**config.mk**
```make
export PLATFORM = sky130hd
export DESIGN_NAME = counting_sort_engine_flat
export DESIGN_NICKNAME = d
export VERILOG_FILES = /design/src/csort_pkg.sv /design/src/csort_in_if.sv /design/src/csort_out_if.sv /design/src/csort_ram.sv /design/src/csort_alu.sv /design/src/counting_sort_engine.sv /design/src/flat_wrapper.sv
export SDC_FILE = /design/constraint.sdc
export NUM_CORES = 2
export LEC_CHECK = 0
export BUFFER_PORTS_ARGS = -buffer_cell sky130_fd_sc_hd__buf_2
export CORE_MARGIN = 8
export CORE_UTILIZATION = 40
export CTS_BUF_LIST = sky130_fd_sc_hd__clkbuf_8
export CTS_CLUSTER_DIAMETER = 50
export DETAILED_ROUTE_END_ITERATION = 7
export GPL_TIMING_DRIVEN = 0
export REMOVE_ABC_BUFFERS = 1
export SLEW_MARGIN = 20
export SYNTH_ARGS = -nofsm -noshare
export SYNTH_HDL_FRONTEND = slang
export SYNTH_HIERARCHICAL = 1
export SYNTH_SLANG_ARGS = --single-unit
```
**constraint.sdc**
```tcl
create_clock -name clk -period 24.1 [get_ports clk]
set_clock_uncertainty 0.1 [all_clocks]
set_input_delay 1.205 -clock clk [delete_from_list [all_inputs] [get_ports clk]]
set_output_delay 1.205 -clock clk [all_outputs]
set_load 0.02 [all_outputs]
```
**src/csort_pkg.sv**
```systemverilog
// Shared types and codes for the counting sort engine.
package csort_pkg;

  typedef enum logic [3:0] {
    S_CLEAR,
    S_LOAD,
    S_CHECK,
    S_ERR,
    S_H_RD,
    S_H_CNT,
    S_H_WR,
    S_P_RD,
    S_P_WR,
    S_L_RD,
    S_L_CNT,
    S_L_WR,
    S_E_RD,
    S_E_OUT
  } state_t;

  typedef enum logic [1:0] {
    STAT_OK        = 2'd0,
    STAT_SPAN_WIDE = 2'd1,
    STAT_TOO_MANY  = 2'd2
  } status_t;

  typedef enum logic {
    ALU_ADD,
    ALU_SUB
  } alu_op_t;

endpackage

```
**src/csort_in_if.sv**
```systemverilog
// Input channel: one set element per transaction.
interface csort_in_if #(
  parameter int VALUE_BITS = 16
);
  logic                  valid;
  logic                  ready;
  logic [VALUE_BITS-1:0] value;
  logic                  last_in;

  modport source (output valid, output value, output last_in, input ready);
  modport sink   (input valid, input value, input last_in, output ready);
endinterface

```
**src/csort_out_if.sv**
```systemverilog
// Result channel: one sorted element or one error code per transaction.
interface csort_out_if #(
  parameter int VALUE_BITS = 16
);
  logic                  valid;
  logic                  ready;
  logic [VALUE_BITS-1:0] sorted_value;
  logic                  last_out;
  csort_pkg::status_t    status;

  modport source (output valid, output sorted_value, output last_out, output status,
                  input ready);
  modport sink   (input valid, input sorted_value, input last_out, input status,
                  output ready);
endinterface

```
**src/csort_ram.sv**
```systemverilog
// Generic single-write, single-read RAM with registered read data.
module csort_ram #(
  parameter int WIDTH = 8,
  parameter int DEPTH = 16,
  localparam int ADDR_W = (DEPTH > 1) ? $clog2(DEPTH) : 1
) (
  input  logic              clk,
  input  logic              we,
  input  logic [ADDR_W-1:0] waddr,
  input  logic [WIDTH-1:0]  wdata,
  input  logic [ADDR_W-1:0] raddr,
  output logic [WIDTH-1:0]  rdata
);

  logic [WIDTH-1:0] mem [DEPTH];
  logic [WIDTH-1:0] rdata_r;

  always_ff @(posedge clk) begin
    if (we) begin
      mem[waddr] <= wdata;
    end
    rdata_r <= mem[raddr];
  end

  assign rdata = rdata_r;

endmodule

```
**src/csort_alu.sv**
```systemverilog
// Shared count adder/subtractor used for histogram, prefix and placement steps.
module csort_alu #(
  parameter int WIDTH = 7
) (
  input  csort_pkg::alu_op_t op,
  input  logic [WIDTH-1:0]   a,
  input  logic [WIDTH-1:0]   b,
  output logic [WIDTH-1:0]   y
);

  always_comb begin
    case (op)
      csort_pkg::ALU_ADD: y = a + b;
      csort_pkg::ALU_SUB: y = a - b;
      default:            y = a;
    endcase
  end

endmodule

```
**src/counting_sort_engine.sv**
```systemverilog
// Counting sort engine: loads a signed set, sorts it stably and streams it out in order.
// Load: one input transaction per cycle while idle; the last element starts the sort.
// Sort of n elements with value span s: histogram over n, prefix over s, placement over n,
// output over n and a count store clearing pass over s; the count steps share one count RAM.
// An error set answers through the check and error states after its last element, with no clearing.
// Reset: synchronous active low, then a count store clearing pass over all RANGE_DEPTH entries.
module counting_sort_engine #(
  parameter int MAX_ITEMS   = 64,
  parameter int RANGE_DEPTH = 256,
  parameter int VALUE_BITS  = 16
) (
  input  logic         clk,
  input  logic         rst_n,
  csort_in_if.sink     in_if,
  csort_out_if.source  out_if
);

  localparam int CW  = $clog2(MAX_ITEMS + 1);
  localparam int IW  = (MAX_ITEMS > 1) ? $clog2(MAX_ITEMS) : 1;
  localparam int AW  = $clog2(RANGE_DEPTH);
  localparam int SPW = (VALUE_BITS + 1 > 17) ? VALUE_BITS + 2 : 18;
  localparam int VB  = VALUE_BITS;

  localparam logic [VB-1:0] MIN_INIT = {1'b0, {(VB-1){1'b1}}};
  localparam logic [VB-1:0] MAX_INIT = {1'b1, {(VB-1){1'b0}}};

  csort_pkg::state_t  state_r, state_nxt;
  logic [CW-1:0]      item_cnt_r, item_cnt_nxt;
  logic [CW-1:0]      idx_r, idx_nxt;
  logic [AW:0]        cnt_r, cnt_nxt;
  logic [AW:0]        clr_end_r, clr_end_nxt;
  logic [AW:0]        span_r, span_nxt;
  logic [CW-1:0]      sum_r, sum_nxt;
  logic [VB-1:0]      min_r, min_nxt;
  logic [VB-1:0]      max_r, max_nxt;
  logic               ovf_r, ovf_nxt;
  logic [VB-1:0]      x_r, x_nxt;
  logic [AW-1:0]      b_r, b_nxt;

  logic               out_vld_r, out_vld_nxt;
  logic [VB-1:0]      out_val_r, out_val_nxt;
  logic               out_last_r, out_last_nxt;
  csort_pkg::status_t out_stat_r, out_stat_nxt;

  logic               in_acc;
  logic               can_load;
  logic [CW-1:0]      idx_inc;
  logic [AW:0]        cnt_inc;
  logic [SPW-1:0]     span_full;
  logic [SPW-1:0]     off_full;

  logic               it_we;
  logic [VB-1:0]      it_rdata;
  logic               cs_we;
  logic [AW-1:0]      cs_waddr;
  logic [CW-1:0]      cs_wdata;
  logic [AW-1:0]      cs_raddr;
  logic [CW-1:0]      cs_rdata;
  logic               so_we;
  logic [VB-1:0]      so_rdata;

  csort_pkg::alu_op_t alu_op;
  logic [CW-1:0]      alu_b;
  logic [CW-1:0]      alu_y;

  assign in_acc   = in_if.valid && in_if.ready;
  assign can_load = !out_vld_r || out_if.ready;
  assign idx_inc  = idx_r + CW'(1);
  assign cnt_inc  = cnt_r + (AW+1)'(1);

  assign span_full = {{(SPW-VB){max_r[VB-1]}}, max_r} - {{(SPW-VB){min_r[VB-1]}}, min_r}
                     + SPW'(1);
  assign off_full  = {{(SPW-VB){it_rdata[VB-1]}}, it_rdata}
                     - {{(SPW-VB){min_r[VB-1]}}, min_r};

  csort_ram #(.WIDTH(VB), .DEPTH(MAX_ITEMS)) u_item_ram (
    .clk   (clk),
    .we    (it_we),
    .waddr (item_cnt_r[IW-1:0]),
    .wdata (in_if.value),
    .raddr (idx_r[IW-1:0]),
    .rdata (it_rdata)
  );

  csort_ram #(.WIDTH(CW), .DEPTH(RANGE_DEPTH)) u_count_ram (
    .clk   (clk),
    .we    (cs_we),
    .waddr (cs_waddr),
    .wdata (cs_wdata),
    .raddr (cs_raddr),
    .rdata (cs_rdata)
  );

  csort_ram #(.WIDTH(VB), .DEPTH(MAX_ITEMS)) u_sorted_ram (
    .clk   (clk),
    .we    (so_we),
    .waddr (alu_y[IW-1:0]),
    .wdata (x_r),
    .raddr (idx_r[IW-1:0]),
    .rdata (so_rdata)
  );

  csort_alu #(.WIDTH(CW)) u_alu (
    .op (alu_op),
    .a  (cs_rdata),
    .b  (alu_b),
    .y  (alu_y)
  );

  always_ff @(posedge clk) begin
    if (!rst_n) begin
      state_r    <= csort_pkg::S_CLEAR;
      item_cnt_r <= '0;
      idx_r      <= '0;
      cnt_r      <= '0;
      clr_end_r  <= (AW+1)'(RANGE_DEPTH);
      span_r     <= '0;
      sum_r      <= '0;
      min_r      <= MIN_INIT;
      max_r      <= MAX_INIT;
      ovf_r      <= 1'b0;
      out_vld_r  <= 1'b0;
    end else begin
      state_r    <= state_nxt;
      item_cnt_r <= item_cnt_nxt;
      idx_r      <= idx_nxt;
      cnt_r      <= cnt_nxt;
      clr_end_r  <= clr_end_nxt;
      span_r     <= span_nxt;
      sum_r      <= sum_nxt;
      min_r      <= min_nxt;
      max_r      <= max_nxt;
      ovf_r      <= ovf_nxt;
      out_vld_r  <= out_vld_nxt;
    end
  end

  always_ff @(posedge clk) begin
    x_r        <= x_nxt;
    b_r        <= b_nxt;
    out_val_r  <= out_val_nxt;
    out_last_r <= out_last_nxt;
    out_stat_r <= out_stat_nxt;
  end

  always_comb begin
    state_nxt    = state_r;
    item_cnt_nxt = item_cnt_r;
    idx_nxt      = idx_r;
    cnt_nxt      = cnt_r;
    clr_end_nxt  = clr_end_r;
    span_nxt     = span_r;
    sum_nxt      = sum_r;
    min_nxt      = min_r;
    max_nxt      = max_r;
    ovf_nxt      = ovf_r;
    x_nxt        = x_r;
    b_nxt        = b_r;
    out_vld_nxt  = out_vld_r && !out_if.ready;
    out_val_nxt  = out_val_r;
    out_last_nxt = out_last_r;
    out_stat_nxt = out_stat_r;
    in_if.ready  = 1'b0;
    it_we        = 1'b0;
    cs_we        = 1'b0;
    cs_waddr     = b_r;
    cs_wdata     = alu_y;
    cs_raddr     = off_full[AW-1:0];
    so_we        = 1'b0;
    alu_op       = csort_pkg::ALU_ADD;
    alu_b        = CW'(1);

    case (state_r)
      csort_pkg::S_CLEAR: begin
        cs_we    = 1'b1;
        cs_waddr = cnt_r[AW-1:0];
        cs_wdata = '0;
        cnt_nxt  = cnt_inc;
        if (cnt_inc == clr_end_r) begin
          state_nxt = csort_pkg::S_LOAD;
        end
      end

      csort_pkg::S_LOAD: begin
        in_if.ready = 1'b1;
        if (in_acc) begin
          if (item_cnt_r < CW'(MAX_ITEMS)) begin
            it_we        = 1'b1;
            item_cnt_nxt = item_cnt_r + CW'(1);
            if ($signed(in_if.value) < $signed(min_r)) begin
              min_nxt = in_if.value;
            end
            if ($signed(in_if.value) > $signed(max_r)) begin
              max_nxt = in_if.value;
            end
          end else begin
            ovf_nxt = 1'b1;
          end
          if (in_if.last_in) begin
            state_nxt = csort_pkg::S_CHECK;
          end
        end
      end

      csort_pkg::S_CHECK: begin
        if (ovf_r || (span_full > SPW'(RANGE_DEPTH))) begin
          state_nxt = csort_pkg::S_ERR;
        end else begin
          span_nxt  = span_full[AW:0];
          idx_nxt   = '0;
          state_nxt = csort_pkg::S_H_RD;
        end
      end

      csort_pkg::S_ERR: begin
        if (can_load) begin
          out_vld_nxt  = 1'b1;
          out_val_nxt  = '0;
          out_last_nxt = 1'b1;
          out_stat_nxt = ovf_r ? csort_pkg::STAT_TOO_MANY : csort_pkg::STAT_SPAN_WIDE;
          item_cnt_nxt = '0;
          min_nxt      = MIN_INIT;
          max_nxt      = MAX_INIT;
          ovf_nxt      = 1'b0;
          state_nxt    = csort_pkg::S_LOAD;
        end
      end

      csort_pkg::S_H_RD: begin
        state_nxt = csort_pkg::S_H_CNT;
      end

      csort_pkg::S_H_CNT: begin
        b_nxt     = off_full[AW-1:0];
        state_nxt = csort_pkg::S_H_WR;
      end

      csort_pkg::S_H_WR: begin
        cs_we   = 1'b1;
        idx_nxt = idx_inc;
        if (idx_inc == item_cnt_r) begin
          cnt_nxt   = '0;
          sum_nxt   = '0;
          state_nxt = csort_pkg::S_P_RD;
        end else begin
          state_nxt = csort_pkg::S_H_RD;
        end
      end

      csort_pkg::S_P_RD: begin
        cs_raddr  = cnt_r[AW-1:0];
        state_nxt = csort_pkg::S_P_WR;
      end

      csort_pkg::S_P_WR: begin
        alu_b    = sum_r;
        cs_we    = 1'b1;
        cs_waddr = cnt_r[AW-1:0];
        sum_nxt  = alu_y;
        cnt_nxt  = cnt_inc;
        if (cnt_inc == span_r) begin
          idx_nxt   = item_cnt_r - CW'(1);
          state_nxt = csort_pkg::S_L_RD;
        end else begin
          state_nxt = csort_pkg::S_P_RD;
        end
      end

      csort_pkg::S_L_RD: begin
        state_nxt = csort_pkg::S_L_CNT;
      end

      csort_pkg::S_L_CNT: begin
        x_nxt     = it_rdata;
        b_nxt     = off_full[AW-1:0];
        state_nxt = csort_pkg::S_L_WR;
      end

      csort_pkg::S_L_WR: begin
        alu_op = csort_pkg::ALU_SUB;
        if ((cs_rdata != '0) && (cs_rdata <= CW'(MAX_ITEMS))) begin
          cs_we = 1'b1;
          so_we = 1'b1;
        end
        if (idx_r == '0) begin
          state_nxt = csort_pkg::S_E_RD;
        end else begin
          idx_nxt   = idx_r - CW'(1);
          state_nxt = csort_pkg::S_L_RD;
        end
      end

      csort_pkg::S_E_RD: begin
        state_nxt = csort_pkg::S_E_OUT;
      end

      csort_pkg::S_E_OUT: begin
        if (can_load) begin
          out_vld_nxt  = 1'b1;
          out_val_nxt  = so_rdata;
          out_last_nxt = (idx_inc == item_cnt_r);
          out_stat_nxt = csort_pkg::STAT_OK;
          if (idx_inc == item_cnt_r) begin
            cnt_nxt      = '0;
            clr_end_nxt  = span_r;
            item_cnt_nxt = '0;
            min_nxt      = MIN_INIT;
            max_nxt      = MAX_INIT;
            ovf_nxt      = 1'b0;
            state_nxt    = csort_pkg::S_CLEAR;
          end else begin
            idx_nxt   = idx_inc;
            state_nxt = csort_pkg::S_E_RD;
          end
        end
      end

      default: begin
        state_nxt = csort_pkg::S_LOAD;
      end
    endcase
  end

  assign out_if.valid        = out_vld_r;
  assign out_if.sorted_value = out_val_r;
  assign out_if.last_out     = out_last_r;
  assign out_if.status       = out_stat_r;

  a_item_cnt_bound: assert property (@(posedge clk) disable iff (!rst_n)
    item_cnt_r <= CW'(MAX_ITEMS))
    else $error("item count exceeds capacity");

  a_err_result_form: assert property (@(posedge clk) disable iff (!rst_n)
    (out_vld_r && (out_stat_r != csort_pkg::STAT_OK)) |-> (out_last_r && (out_val_r == '0)))
    else $error("error result not marked last or not zero");

  a_last_starts_check: assert property (@(posedge clk) disable iff (!rst_n)
    (in_acc && in_if.last_in) |=> (state_r == csort_pkg::S_CHECK))
    else $error("last element did not start the sort");

  a_count_addr_in_span: assert property (@(posedge clk) disable iff (!rst_n)
    (cs_we && (state_r != csort_pkg::S_CLEAR)) |-> ({1'b0, cs_waddr} < span_r))
    else $error("count store write outside value span");

endmodule
```
**src/flat_wrapper.sv**
```systemverilog
// flat-port wrapper written by rule: the top's interface ports become plain ports
module counting_sort_engine_flat 
#(
  parameter int MAX_ITEMS   = 64,
  parameter int RANGE_DEPTH = 256,
  parameter int VALUE_BITS  = 16
)
  (clk, rst_n, in_if_valid, in_if_value, in_if_last_in, in_if_ready, out_if_valid, out_if_sorted_value, out_if_last_out, out_if_status, out_if_ready);
  csort_in_if #(.VALUE_BITS(VALUE_BITS)) in_if_i ();
  csort_out_if #(.VALUE_BITS(VALUE_BITS)) out_if_i ();
  input  logic clk;
  input  logic rst_n;
  input wire logic [$bits(in_if_i.valid)-1:0] in_if_valid;
  input wire logic [$bits(in_if_i.value)-1:0] in_if_value;
  input wire logic [$bits(in_if_i.last_in)-1:0] in_if_last_in;
  output wire logic [$bits(in_if_i.ready)-1:0] in_if_ready;
  output wire logic [$bits(out_if_i.valid)-1:0] out_if_valid;
  output wire logic [$bits(out_if_i.sorted_value)-1:0] out_if_sorted_value;
  output wire logic [$bits(out_if_i.last_out)-1:0] out_if_last_out;
  output wire logic [$bits(out_if_i.status)-1:0] out_if_status;
  input wire logic [$bits(out_if_i.ready)-1:0] out_if_ready;
  assign in_if_i.valid = in_if_valid;
  assign in_if_i.value = in_if_value;
  assign in_if_i.last_in = in_if_last_in;
  assign in_if_ready = in_if_i.ready;
  assign out_if_valid = out_if_i.valid;
  assign out_if_sorted_value = out_if_i.sorted_value;
  assign out_if_last_out = out_if_i.last_out;
  assign out_if_status = out_if_i.status;
  assign out_if_i.ready = out_if_ready;
  counting_sort_engine #(.MAX_ITEMS(MAX_ITEMS), .RANGE_DEPTH(RANGE_DEPTH), .VALUE_BITS(VALUE_BITS)) u_core (.clk(clk), .rst_n(rst_n), .in_if(in_if_i), .out_if(out_if_i));
endmodule
```
==> flow_summary.yaml <==
sta:
  slew_viol_final: 0
  fmax_ghz: 0.1465
  fin_crit_ns: 6.825
  tns_ns: 0
  finalCritPeriodShare_pct: 28.32
  tightest_slew_ns: 1.138
  slew_headroom_pct: 23.87
  finalSetupViolCount: 0
  setup_slack_ns: 17.28
  rsz0062_at_grt: "no"
  hold_violations: 0
clock_network:
  cts_hold_buf: 0
  cts_sinks: 4008
  cts_made_buffers: 655
  clock_latency_ns: 1.20
  post-cts-setup-buffer-count: 0
  clk_pin_slew_worst_paths_ns: 0.06
  cts_buffer_depth: 4
  cts-resized-gates: 0
  htree_levels: 6
  root_buffer: "clkbuf_8"
  cts_tree: "built"
detailed_routing:
  antenna_left: 0
  wl_per_cell_um: 27.10
  wl_um: 390800
  vias: 81240
  drc_errors: 0
  routed_via_density: 5.632
  dr.first_iter.drc_count: 8337
  first_pass_iters: 6
power_and_ir_drop:
  p_leak_uw: 0.05689
  p_seq_share_pct: 58.4
  power_density_nw_per_um2: 70.94
  p_comb_share_pct: 0.6
  power.total_uw: 12950
  switching_share_pct: 20.91
  ir_drop_mv: 0.05288
  clkPwrFrac_pct: 41.0
  power.switching_uw: 2708
  p_int_uw: 10240
critical_path:
  cp_slowest_cell: "nor4_1"
  critPathMostFrequentCell: "buf_16"
  cp.required_ns: 24.96
  startpoint_type: "register"
  cp_cell_sequence: "nand3_1, a21oi_4, buf_16, buf_16, buf_16, buf_16, buf_16, buf_16, buf_16, buf_16, buf_16, buf_16, mux2i_1, o22ai_1, a21oi_1, nor3_1, nor3_1, nor4_1"
  arrival_ns: 7.68
  path_max_fanout: 21
  path_delay_family: "simple AND/OR/NAND/NOR gates"
  worstSetupEndpointType: "register"
  critPathBufInv: 10
  worstSetupPathType: "register to register"
  cpPeakStageDelay_ns: 0.92
cells_and_area:
  drive_above_1_share_pct: 25.23
  area_growth_pct: 14.66
  post-route-util_pct: 46.11
  nFillCells: 32910
  layout.nets: 8778
  layout.cells.non_filler: 14420
placed_design:
  place_ws_ns: 17.26
  portBuffers: 41
  dp_cells: 13260
  dp_hpwl_um: 254300
  globalplace.congestion: 0.8108
logic_synthesis:
  synth_seq_area_share_pct: 74.80
  synth_top_area_cell: "edfxtp_1"
  async_reset_ff_share_pct: 0
  synthTopCellsByArea: "edfxtp_1 73%, mux4_2 12%, mux2i_1 2.3%"
  yosysWarnings: 6
  synth_cell_types: 96
  avgSynthCellArea_um2: 19.77
  ys_ff_latch: 4008
  synth-edff-count: 3883
  ys.flop_type: "edfxtp_1"
  synth_top_area_share_pct: 73.23
  synth_cells: 8055
  syn-cell-area_um2: 159200
floorplan:
  boundaryPins: 42
  die_y_um: 646.9
  design.core.area_um2: 396000
  start_util_pct: 40.21
  die_area_um2: 418500
  row_count: 231
  fp.dieW_um: 646.9
global_routing:
  grt_pass1_wl_um: 571000
  first_global_vias: 83160
  grt_overflow_total: 0
  antenna_found_initial: 16
  gr-usage-all-layers_pct: 18.22
  grt_max_degree: 69
hold_path:
  hp-class: "register to register"
flow_run:
  max_cap_violations: 0
outcome:
  status: "finished, final reports clean"
==> through the flow <==
stage	cell area, um2	hold slack (ns)
after floorplan	156100	0.2855
after global placement	162900	0.2892
after detailed placement	170900	0.2902
after CTS	182500	0.2416
after global routing	182500	0.2820
final	182600	0.3046
==> logic make-up (layout without fill, tap and decap cells) <==
family                     after synthesis  count (layout)  synth area share [%]
adders and majority gates               85              85                0.6821
AOI/OAI and AO/OA                      753             753                 3.401
buffers and inverters                  524            1631                 2.093
muxes                                 1259            1259                 14.59
and+or+nand+nor                       1353            1353                 4.015
xor gates and xnor gates                73              73                0.4188
other                                    0              20                     0
DFF                                   4008            4008                 74.80
==> power by group through the flow <==
| stage | clock network [uW] | registers [uW] | logic (uW) |
|---|---|---|---|
| 3_3_place_gp | 0 | 7710 | 71.8 |
| 6_report | 5310 | 7560 | 77.5 |
| 5_1_grt | 5750 | 7560 | 83.1 |
| 3_5_place_dp | 0 | 7710 | 79.4 |
| 4_1_cts | 5450 | 7560 | 79.3 |
| 2_1_floorplan | 0 | 7710 | 18.5 |
==> synth_stat cells, types with 14 or more instances <==
cell       instances
a211o_1           17
inv_1             61
a21o_1            21
buf_2            123
ha_1              82
nand2_1          267
a21oi_1          137
a221oi_1          57
clkbuf_1         167
nor4_1            44
buf_4             53
xor2_1            25
xnor2_1           46
o2111ai_1         15
buf_8             17
and3b_1           14
edfxtp_1        3883
and2_1            31
nand4_1           44
mux4_2           820
mux2_2            62
mux4_1            18
dfxtp_1          125
o21ai_0           57
mux2i_1          359
nor2b_1           99
a31oi_1           23
nor3_1            72
a22oi_1          148
buf_12            21
nand2b_1          36
a311oi_1          19
nand3_1          123
o21ai_1           21
o22ai_1           71
a22o_1            26
a211oi_1          25
nor2_1           541
buf_6             58
==> per-layer routing <==
metal  wire length (um)  up-vias  GRT usage [%]
met3              29550      686          3.506
met5                 70        -              0
met2             186300     3279          29.27
met4              12290        6          5.769
met1             162600    42770          25.23
li1                   -    34500              -
==> state kept, by name (all words and copies together), names as in the netlist <==
register,flops
u_core/b_r,8
u_core/clr_end_r,9
u_core/cnt_r,9
u_core/idx_r,7
u_core/item_cnt_r,7
u_core/max_r,16
u_core/min_r,16
u_core/out_if.last_out,1
u_core/out_if.sorted_value,16
u_core/out_if.status,2
u_core/out_if.valid,1
u_core/ovf_r,1
u_core/span_r,9
u_core/state_r,4
u_core/sum_r,7
u_core/u_count_ram/mem,1792
u_core/u_count_ram/rdata,7
u_core/u_item_ram/mem,1024
u_core/u_item_ram/rdata,16
u_core/u_sorted_ram/mem,1024
u_core/u_sorted_ram/rdata,16
u_core/x_r,16
==> path summary, 6_finish.rpt <==
path / depth (start not counted) / to / slack [ns] / from
hold reg to reg: 0 / u_core/x_r[13] / 0.30 / u_core/u_item_ram/rdata[13]
setup / recovery: 18 / u_core/u_count_ram/rdata[0] / 17.28 / u_core/state_r[0]
setup reg to reg: 18 / u_core/u_count_ram/rdata[0] / 17.28 / u_core/state_r[0]
hold / removal: 0 / u_core/x_r[13] / 0.30 / u_core/u_item_ram/rdata[13]
==> placed cells by master (no fill, tap or decap), types with 59 or more instances in the layout <==
cell type  instances
nand3_1          114
mux4_2           820
buf_6             81
mux2_2            59
dfxtp_1          119
inv_1            284
o22ai_1           71
a22oi_1          148
buf_8            111
clkbuf_8         671
nor3_1            65
nor2_2           126
buf_16           128
edfxtp_1        3883
mux2i_1          359
nand2_1          265
a21oi_1          135
nor2b_1           83
ha_1              82
clkinv_1         144
nor2_1           408
==> final cells by class <==
cell class / count / area [um2] / area share (%)
Multi-Input combinational cell: 3523 / 37540 / 20.56
Clock buffer: 671 / 9235 / 5.058
Timing Repair Buffer: 421 / 7461 / 4.087
Antenna cell: 20 / 50.05 / 0.02741
Inverter: 63 / 237.7 / 0.1302
Tap cell: 5242 / 6559 / 3.593
Sequential cell: 4008 / 119100 / 65.25
Clock inverter: 476 / 2361 / 1.293
==> worst register-to-register path, delay by kind of cell, from the launching register on <==
family	cells	cell delay, ns
simple gates	4	2.58
buf+inv	10	1.88
compound gates	3	1.05
flops	1	0.89
mux	1	0.09
Power figures use the tool's default switching activity.
